### src/shdlc_pkg.sv
// Shared constants, codes and result types of the frame receiver.
package shdlc_pkg;

    // Framing and escape bytes
    localparam logic [7:0] FLAG_BYTE     = 8'h7E;
    localparam logic [7:0] ESC_BYTE      = 8'h7D;
    localparam logic [7:0] ESC_CODE_FLAG = 8'h5E;
    localparam logic [7:0] ESC_CODE_ESC  = 8'h5D;
    localparam logic [7:0] ESC_CODE_XON  = 8'h31;
    localparam logic [7:0] ESC_CODE_XOFF = 8'h33;
    localparam logic [7:0] XON_BYTE      = 8'h11;
    localparam logic [7:0] XOFF_BYTE     = 8'h13;

    // Body byte counter saturates here
    localparam logic [8:0] POS_MAX = 9'd511;

    // Verdict codes
    localparam logic [1:0] VERDICT_OK       = 2'd0;
    localparam logic [1:0] VERDICT_LEN_ERR  = 2'd1;
    localparam logic [1:0] VERDICT_CSUM_ERR = 2'd2;
    localparam logic [1:0] VERDICT_DEV_ERR  = 2'd3;

    // Result queue geometry (depth is a power of two so pointers wrap)
    localparam int QUEUE_DEPTH = 4;
    localparam int QUEUE_AW    = $clog2(QUEUE_DEPTH);
    localparam int QUEUE_CW    = QUEUE_AW + 1;

    // Output stream data width: payload, verdict, state, padded to bytes
    localparam int M_DATA_W = 24;

    typedef struct packed {
        logic       frame_end;
        logic [7:0] payload_byte;
        logic [1:0] verdict;
        logic [7:0] device_state;
    } t_result;

    // One queue entry: all results caused by one received byte
    typedef struct packed {
        logic    two;
        t_result first;
        t_result second;
    } t_entry;

endpackage

### src/shdlc_frame_receiver_unit.sv
// Top level of the byte-stuffed frame receiver.
// Usage:
//  - Slave stream (s_tvalid/s_tready/s_tdata) carries raw serial bytes, one per beat.
//  - Master stream (m_tvalid/m_tready/m_tdata/m_tlast) carries results: a payload
//    byte per beat while m_tlast is low, and one verdict beat with m_tlast high at
//    the closing flag of each frame.
//  - i_cfg_wr_en/i_cfg_wr_data set the expected payload length; write it only
//    while the block is idle.
//  - One byte is accepted every cycle while the queue is not full. A byte that yields
//    two results (an unrecognized escape) takes two output beats; a four-entry queue
//    between the decoder and the output register absorbs this.
//  - A byte's results are written into the queue on its acceptance edge and then
//    loaded into the output register in turn; a second result follows the first.
//  - When m_tready stays low the output register holds, the queue fills, and
//    s_tready drops once it is full.
//  - Reset clears the frame state, the queue and the output valid flag, and sets the
//    expected payload length to zero.
module shdlc_frame_receiver_unit (
    input  logic                            i_clk,
    input  logic                            i_rst_n,
    input  logic                            i_cfg_wr_en,
    input  logic [7:0]                      i_cfg_wr_data,
    input  logic                            s_tvalid,
    output logic                            s_tready,
    input  logic [7:0]                      s_tdata,   // [7:0] rx_byte
    output logic                            m_tvalid,
    input  logic                            m_tready,
    // [7:0] payload_byte, [9:8] verdict, [17:10] device_state, [23:18] zero
    output logic [shdlc_pkg::M_DATA_W-1:0]  m_tdata,
    output logic                            m_tlast    // frame_end
);
    import shdlc_pkg::*;

    logic   push;
    t_entry push_entry;
    logic   full;
    logic   pop;
    logic   empty;
    t_entry head;

    shdlc_front u_front (
        .i_clk         (i_clk),
        .i_rst_n       (i_rst_n),
        .i_cfg_wr_en   (i_cfg_wr_en),
        .i_cfg_wr_data (i_cfg_wr_data),
        .i_s_tvalid    (s_tvalid),
        .o_s_tready    (s_tready),
        .i_s_tdata     (s_tdata),
        .i_full        (full),
        .o_push        (push),
        .o_push_entry  (push_entry)
    );

    shdlc_queue u_queue (
        .i_clk        (i_clk),
        .i_rst_n      (i_rst_n),
        .i_push       (push),
        .i_push_entry (push_entry),
        .o_full       (full),
        .i_pop        (pop),
        .o_empty      (empty),
        .o_head       (head)
    );

    shdlc_back u_back (
        .i_clk      (i_clk),
        .i_rst_n    (i_rst_n),
        .i_empty    (empty),
        .i_head     (head),
        .o_pop      (pop),
        .o_m_tvalid (m_tvalid),
        .i_m_tready (m_tready),
        .o_m_tdata  (m_tdata),
        .o_m_tlast  (m_tlast)
    );

endmodule

### src/shdlc_front.sv
// Front end: accepts raw bytes, unstuffs, tracks the frame and builds result entries.
module shdlc_front (
    input  logic               i_clk,
    input  logic               i_rst_n,
    input  logic               i_cfg_wr_en,
    input  logic [7:0]         i_cfg_wr_data,
    input  logic               i_s_tvalid,
    output logic               o_s_tready,
    input  logic [7:0]         i_s_tdata,
    input  logic               i_full,
    output logic               o_push,
    output shdlc_pkg::t_entry  o_push_entry
);
    import shdlc_pkg::*;

    typedef struct packed {
        logic       in_frame;
        logic       esc;
        logic [8:0] pos;
        logic [7:0] sum;
        logic [7:0] chk;
        logic [7:0] st;
        logic       ovr;
    } t_fstate;

    // Account one unstuffed body byte
    function automatic t_fstate take_body(t_fstate s, logic [7:0] b, logic [7:0] plen);
        t_fstate    t;
        logic [8:0] lim;
        t   = s;
        lim = 9'd4 + {1'b0, plen};
        if (s.pos < lim) begin
            t.sum = s.sum + b;
            if (s.pos == 9'd2) begin
                t.st = b;
            end
        end else if (s.pos == lim) begin
            t.chk = b;
        end else begin
            t.ovr = 1'b1;
        end
        if (s.pos != POS_MAX) begin
            t.pos = s.pos + 9'd1;
        end
        return t;
    endfunction

    // A body byte at this position is payload
    function automatic logic is_payload(logic [8:0] pos, logic [7:0] plen);
        logic [8:0] lim;
        lim = 9'd4 + {1'b0, plen};
        return (pos < lim) && (pos >= 9'd4);
    endfunction

    function automatic t_result payload_res(logic [7:0] b);
        t_result r;
        r              = '0;
        r.payload_byte = b;
        return r;
    endfunction

    function automatic t_result verdict_res(t_fstate s, logic [7:0] plen);
        t_result    r;
        logic [8:0] want;
        r         = '0;
        want      = 9'd5 + {1'b0, plen};
        r.frame_end    = 1'b1;
        r.device_state = s.st;
        if (s.ovr || (s.pos != want)) begin
            r.verdict = VERDICT_LEN_ERR;
        end else if (~s.sum != s.chk) begin
            r.verdict = VERDICT_CSUM_ERR;
        end else if (s.st != 8'd0) begin
            r.verdict = VERDICT_DEV_ERR;
        end else begin
            r.verdict = VERDICT_OK;
        end
        return r;
    endfunction

    logic [7:0] r_plen;
    t_fstate    r_st;
    t_fstate    n_st;
    t_result    res0;
    t_result    res1;
    logic [1:0] cnt;
    logic [7:0] body;
    logic       go_on;
    logic       accept;

    assign o_s_tready = !i_full;
    assign accept     = i_s_tvalid && !i_full;

    // Hold the expected payload length
    always_ff @(posedge i_clk) begin
        if (!i_rst_n) begin
            r_plen <= 8'd0;
        end else if (i_cfg_wr_en) begin
            r_plen <= i_cfg_wr_data;
        end
    end

    // Decode one byte: at most two results
    always_comb begin
        n_st  = r_st;
        res0  = '0;
        res1  = '0;
        cnt   = 2'd0;
        body  = ESC_BYTE;
        go_on = 1'b1;
        if (!r_st.in_frame) begin
            if (i_s_tdata == FLAG_BYTE) begin
                n_st          = '0;
                n_st.in_frame = 1'b1;
            end
        end else begin
            // Finish a pending escape first
            if (r_st.esc) begin
                n_st.esc = 1'b0;
                case (i_s_tdata)
                    ESC_CODE_FLAG: begin body = FLAG_BYTE; go_on = 1'b0; end
                    ESC_CODE_ESC:  begin body = ESC_BYTE;  go_on = 1'b0; end
                    ESC_CODE_XON:  begin body = XON_BYTE;  go_on = 1'b0; end
                    ESC_CODE_XOFF: begin body = XOFF_BYTE; go_on = 1'b0; end
                    default:       begin body = ESC_BYTE;  go_on = 1'b1; end
                endcase
                if (is_payload(n_st.pos, r_plen)) begin
                    res0 = payload_res(body);
                    cnt  = 2'd1;
                end
                n_st = take_body(n_st, body, r_plen);
            end
            // Then the byte on its own, unless consumed by the escape
            if (go_on) begin
                if (i_s_tdata == FLAG_BYTE) begin
                    if (cnt == 2'd0) begin
                        res0 = verdict_res(n_st, r_plen);
                        cnt  = 2'd1;
                    end else begin
                        res1 = verdict_res(n_st, r_plen);
                        cnt  = 2'd2;
                    end
                    n_st.in_frame = 1'b0;
                end else if (i_s_tdata == ESC_BYTE) begin
                    n_st.esc = 1'b1;
                end else begin
                    if (is_payload(n_st.pos, r_plen)) begin
                        if (cnt == 2'd0) begin
                            res0 = payload_res(i_s_tdata);
                            cnt  = 2'd1;
                        end else begin
                            res1 = payload_res(i_s_tdata);
                            cnt  = 2'd2;
                        end
                    end
                    n_st = take_body(n_st, i_s_tdata, r_plen);
                end
            end
        end
    end

    // Advance frame state on each accepted beat
    always_ff @(posedge i_clk) begin
        if (!i_rst_n) begin
            r_st <= '0;
        end else if (accept) begin
            r_st <= n_st;
        end
    end

    assign o_push              = accept && (cnt != 2'd0);
    assign o_push_entry.two    = cnt[1];
    assign o_push_entry.first  = res0;
    assign o_push_entry.second = res1;

endmodule

### src/shdlc_queue.sv
// Short result queue between front end and output stage.
module shdlc_queue (
    input  logic               i_clk,
    input  logic               i_rst_n,
    input  logic               i_push,
    input  shdlc_pkg::t_entry  i_push_entry,
    output logic               o_full,
    input  logic               i_pop,
    output logic               o_empty,
    output shdlc_pkg::t_entry  o_head
);
    import shdlc_pkg::*;

    t_entry                r_mem [QUEUE_DEPTH];
    logic [QUEUE_AW-1:0]   r_wr_ptr;
    logic [QUEUE_AW-1:0]   r_rd_ptr;
    logic [QUEUE_CW-1:0]   r_count;

    assign o_full  = (r_count == QUEUE_CW'(QUEUE_DEPTH));
    assign o_empty = (r_count == '0);
    assign o_head  = r_mem[r_rd_ptr];

    // Store entries
    always_ff @(posedge i_clk) begin
        if (i_push) begin
            r_mem[r_wr_ptr] <= i_push_entry;
        end
    end

    // Advance pointers and count
    always_ff @(posedge i_clk) begin
        if (!i_rst_n) begin
            r_wr_ptr <= '0;
            r_rd_ptr <= '0;
            r_count  <= '0;
        end else begin
            if (i_push) begin
                r_wr_ptr <= r_wr_ptr + 1'b1;
            end
            if (i_pop) begin
                r_rd_ptr <= r_rd_ptr + 1'b1;
            end
            if (i_push && !i_pop) begin
                r_count <= r_count + 1'b1;
            end else if (!i_push && i_pop) begin
                r_count <= r_count - 1'b1;
            end
        end
    end

endmodule

### src/shdlc_back.sv
// Back end: unpacks queue entries into single result beats on an output register.
module shdlc_back (
    input  logic                            i_clk,
    input  logic                            i_rst_n,
    input  logic                            i_empty,
    input  shdlc_pkg::t_entry               i_head,
    output logic                            o_pop,
    output logic                            o_m_tvalid,
    input  logic                            i_m_tready,
    output logic [shdlc_pkg::M_DATA_W-1:0]  o_m_tdata,
    output logic                            o_m_tlast
);
    import shdlc_pkg::*;

    logic    r_valid;
    t_result r_out;
    logic    r_sub;
    logic    load;
    t_result pick;

    assign load  = !r_valid || i_m_tready;
    assign pick  = r_sub ? i_head.second : i_head.first;
    assign o_pop = load && !i_empty && (r_sub || !i_head.two);

    // Refill the output register when it is free or being taken
    always_ff @(posedge i_clk) begin
        if (!i_rst_n) begin
            r_valid <= 1'b0;
            r_sub   <= 1'b0;
        end else if (load) begin
            r_valid <= !i_empty;
            if (!i_empty) begin
                r_sub <= o_pop ? 1'b0 : 1'b1;
            end
        end
    end

    always_ff @(posedge i_clk) begin
        if (load && !i_empty) begin
            r_out <= pick;
        end
    end

    assign o_m_tvalid = r_valid;
    assign o_m_tlast  = r_out.frame_end;
    assign o_m_tdata  = {6'd0, r_out.device_state, r_out.verdict, r_out.payload_byte};

endmodule

### config.mk
export PLATFORM = sky130hd
export DESIGN_NAME = shdlc_frame_receiver_unit
export DESIGN_NICKNAME = d
export VERILOG_FILES = /design/src/shdlc_pkg.sv /design/src/shdlc_frame_receiver_unit.sv /design/src/shdlc_front.sv /design/src/shdlc_queue.sv /design/src/shdlc_back.sv
export SDC_FILE = /design/constraint.sdc
export NUM_CORES = 1
export LEC_CHECK = 0
export BUFFER_PORTS_ARGS = -buffer_cell sky130_fd_sc_hd__buf_2
export CAP_MARGIN = 20
export CORE_UTILIZATION = 40
export DETAILED_ROUTE_END_ITERATION = 7
export GPL_ROUTABILITY_DRIVEN = 0
export PLACE_DENSITY = 0.57
export SYNTH_ARGS = -nofsm -noshare
export SYNTH_HDL_FRONTEND = slang
export SYNTH_HIERARCHICAL = 1
export SYNTH_SLANG_ARGS = --single-unit
### constraint.sdc
create_clock -name i_clk -period 5.1 [get_ports i_clk]
set_input_delay 1.53 -clock i_clk [delete_from_list [all_inputs] [get_ports i_clk]]
set_output_delay 1.53 -clock i_clk [all_outputs]
set_load 0.005 [all_outputs]
==> results.yml <==
critical_path:
  reg2reg_depth: 23
  cp-endpoint: "u_queue/r_mem[0][8]"
  crit_start: "s_tdata[7]"
  critPathCaptureType: "flop"
  r2r-end: "u_queue/r_count[2]"
  cp_data_arrival_time_ns: 5.21
  cp_max_fo: 4
  path_cells: "buf_2 -> inv_1 -> nand4_1 -> or4_4 -> a21oi_2 -> inv_1 -> fa_1 -> nor2b_1 -> o21a_1 -> or3_4 -> xor2_1 -> o221ai_1 -> or4_4 -> buf_4 -> o41ai_4 -> and2_1"
  slowest_stage: "or4_4"
  worstSetupStartpointType: "primary input"
  r2r_start: "u_front/r_st[33]"
  cpPeakStageDelay_ns: 0.57
  ff2ff_setup_slack_ns: 0.30
  crit_type: "in2reg"
  required_ns: 5.48
clocking:
  cts.sinks: 230
  cts_tree: "done"
  cts-buffers-inserted: 25
  clk_latency_ns: 0.54
  h-tree-depth: 1
  cts_buffer_depth: 3
  cts.clk_slew.worst_paths_ns: 0.06
  clock-root-buffer: "clkbuf_16"
placement:
  hpwl_um: 19100
  port_buffers: 41
  placed_area_um2: 12900
global_routing:
  grt_max_degree: 40
  antenna_found_initial: 0
  gr-total-overflow: 0
  grt_pass1_vias: 7763
  grt_pass1_wl_um: 43500
  track_usage_pct: 19.3
finish:
  layout.nets: 1108
  multi_input_area_um2: 4960
  n_antenna_cell: 0
  drive_above_1_share_pct: 26.0
  area.sequential_um2: 6360
  fill_cells: 2541
  final_cell_area_um2: 13800
  areaGrowthSynthToFinish_pct: 18.6
floorplan:
  die_y_um: 172
  die-area_um2: 29700
  initial_utilization_pct: 40.6
  std_cell_rows: 62
  io_pins: 48
  dieWidth_um: 172
  coreArea_um2: 28600
power:
  sequentialPowerShare_pct: 48.2
  switching_share_pct: 22.9
  clockPowerShare_pct: 42.0
  powerDensity_nw_per_um2: 314
  switchingPower_w: 0.000994
  p_leak_nw: 5.26
  peakVddDrop_uv: 206
  p_comb_share_pct: 9.8
  p_int_w: 0.00334
sta:
  timing.fmax_mhz: 207
  min_period_over_period_pct: 94.8
  relSlewSlack_pct: 37.9
  finalClockSkew_ns: 0.0147
  whs_ns: 0.476
  final-setup-viol-count: 0
  worstMarginPinSlew_ns: 0.926
  fin_crit_ns: 4.83
  tns_ns: 0
  rsz0062_at_grt: "yes"
  drv_slew: 0
  report.final.hold_viol_count: 0
route:
  wl_um: 27300
  vias: 7645
  drc: 0
  drtAntennaViolNets: 0
  vias_per_cell: 5.30
  drtIter0Drc: 613
  wire_per_inst_um: 18.9
  drt_first_pass_iters: 4
synthesis:
  synth_edf_count: 175
  syn_area_per_cell_um2: 12.7
  ys_seq_area_share_pct: 54.7
  ys_types: 65
  synthFlopType: "edfxtp_1"
  postSynthCellCount: 912
  synth_seq_cells: 230
  syn_area_um2: 11600
  async_flop_share_pct: 0
  ys_warn_count: 6
worst_hold_path:
  hold_class: "reg2reg"
  min_from: "u_front/r_st[2]"
run:
  cap_violations: 0
outcome:
  outcome: "complete, no violations"
## worst min path at each step
| stage | end | slack [ns] | cells after the start |
|---|---|---|---|
| floorplan | u_front/r_st[2] | 0.44 | 2 |
| global placement | u_front/r_st[10] | 0.47 | 1 |
| detailed placement | u_front/r_st[5] | 0.47 | 2 |
| CTS | u_front/r_st[5] | 0.48 | 2 |
| global route | u_front/r_st[2] | 0.51 | 2 |
| finish | u_front/r_st[2] | 0.48 | 2 |
## timing repair
| action | in CTS | in global routing |
|---|---|---|
| setup buffers | 0 | 2 |
| pin swaps | 1 | 1 |
| endpoints found under the setup margin | 1 | 87 |
| hold buffers | 0 | 0 |
| gates cloned | 0 | 0 |
| resized for setup | 1 | 20 |
## registers in the layout, summed over array words and instances (netlist names), 2 cells and up, named ones only
name	count
u_back/o_m_tdata	18
u_front/r_plen	8
u_front/r_st	36
u_queue/r_count	3
u_queue/r_mem	156
u_queue/r_rd_ptr	2
u_queue/r_wr_ptr	2
## per-layer routing
metal	global-route usage (%)	vias to the layer above	wire, µm
met4	5.81	0	676
li1	-	3663	-
met2	32.8	163	13400
met3	2.52	48	937
met5	0	-	0
met1	25.7	3771	12300
## through the flow
| stage | power [W] | util (%) | setup slack, ns | cells |
|---|---|---|---|---|
| finish | 0.00433 | 48.2 | 0.267 | 1443 |
| global route | 0.00449 | 48.2 | -0.0246 | 1443 |
| CTS | 0.00438 | 47.9 | 0.0650 | 1441 |
| detailed placement | 0.00256 | 45.0 | -0.391 | 1395 |
| global placement | 0.00255 | 45.0 | -0.291 | 1395 |
| floorplan | 0.00242 | - | 0.00650 | 917 |
## Yosys cell counts, types with 5 or more instances
master / count / area share [%]
nand4_1: 12 / 0.65
inv_1: 39 / 1.3
nand3_1: 20 / 0.86
o21a_1: 5 / 0.32
o21ai_0: 35 / 1.5
a22o_1: 12 / 0.90
mux2_4: 19 / 2.5
nor2_1: 63 / 2.0
edfxtp_1: 175 / 45
nor4_1: 7 / 0.38
buf_4: 12 / 0.78
mux2i_1: 37 / 3.2
xor2_1: 16 / 1.2
clkbuf_1: 25 / 0.81
xnor2_1: 28 / 2.1
nor3_1: 17 / 0.73
ha_1: 44 / 4.7
o22ai_1: 5 / 0.27
a22oi_1: 9 / 0.58
a21oi_1: 41 / 1.8
and2_1: 22 / 1.2
nor2b_1: 17 / 0.92
mux4_2: 39 / 7.6
dfxtp_1: 55 / 9.5
and3_1: 9 / 0.48
a31oi_1: 7 / 0.38
nand2_1: 58 / 1.9
nand2b_1: 12 / 0.65
a21boi_0: 5 / 0.32
## power by group through the flow
stage / clock network, W / logic (W) / registers (W)
finish: 0.00182 / 0.000426 / 0.00209
global placement: 0 / 0.000429 / 0.00213
CTS: 0.00186 / 0.000426 / 0.00209
detailed placement: 0 / 0.000433 / 0.00213
floorplan: 0 / 0.000289 / 0.00213
global route: 0.00193 / 0.000469 / 0.00209
## placed cells by master, fill, tap and decap left out, drive strengths merged, types with 16 or more instances in the layout
master  instances
mux2i          37
and2           22
mux4           39
a21oi          42
xor2           16
xnor2          29
clkbuf         29
inv            41
nor3           17
mux2           22
nor2           63
edfxtp        175
buf           143
o21ai          37
ha             44
nor2b          18
nand3          20
dfxtp          55
nand2          58
## cell families after synthesis
family,Yosys count,synth area share [%]
compound gates,145,8.06
xor+xnor,45,3.55
fa+ha+maj,48,5.34
buf+inv,86,3.47
flops,230,54.7
mux,98,13.5
other cells,1,0.0323
simple gates,259,11.4
## final cells by class
class / instances / area share [%]
inverter: 39 / 1.06
multi-input combinational: 601 / 36.0
sequential: 230 / 46.1
clock buffer: 29 / 4.65
tap: 384 / 3.49
timing repair buffer: 143 / 7.32
clock inverter: 17 / 1.38
## critical path: cells and delay by family
kind	cells	cell delay [ns]
fa+ha+maj	1	0.43
compound gates	4	0.89
xor+xnor	1	0.20
simple gates	6	1.72
buf+inv	4	0.44
Note: power is estimated with default switching activity, not from simulation.
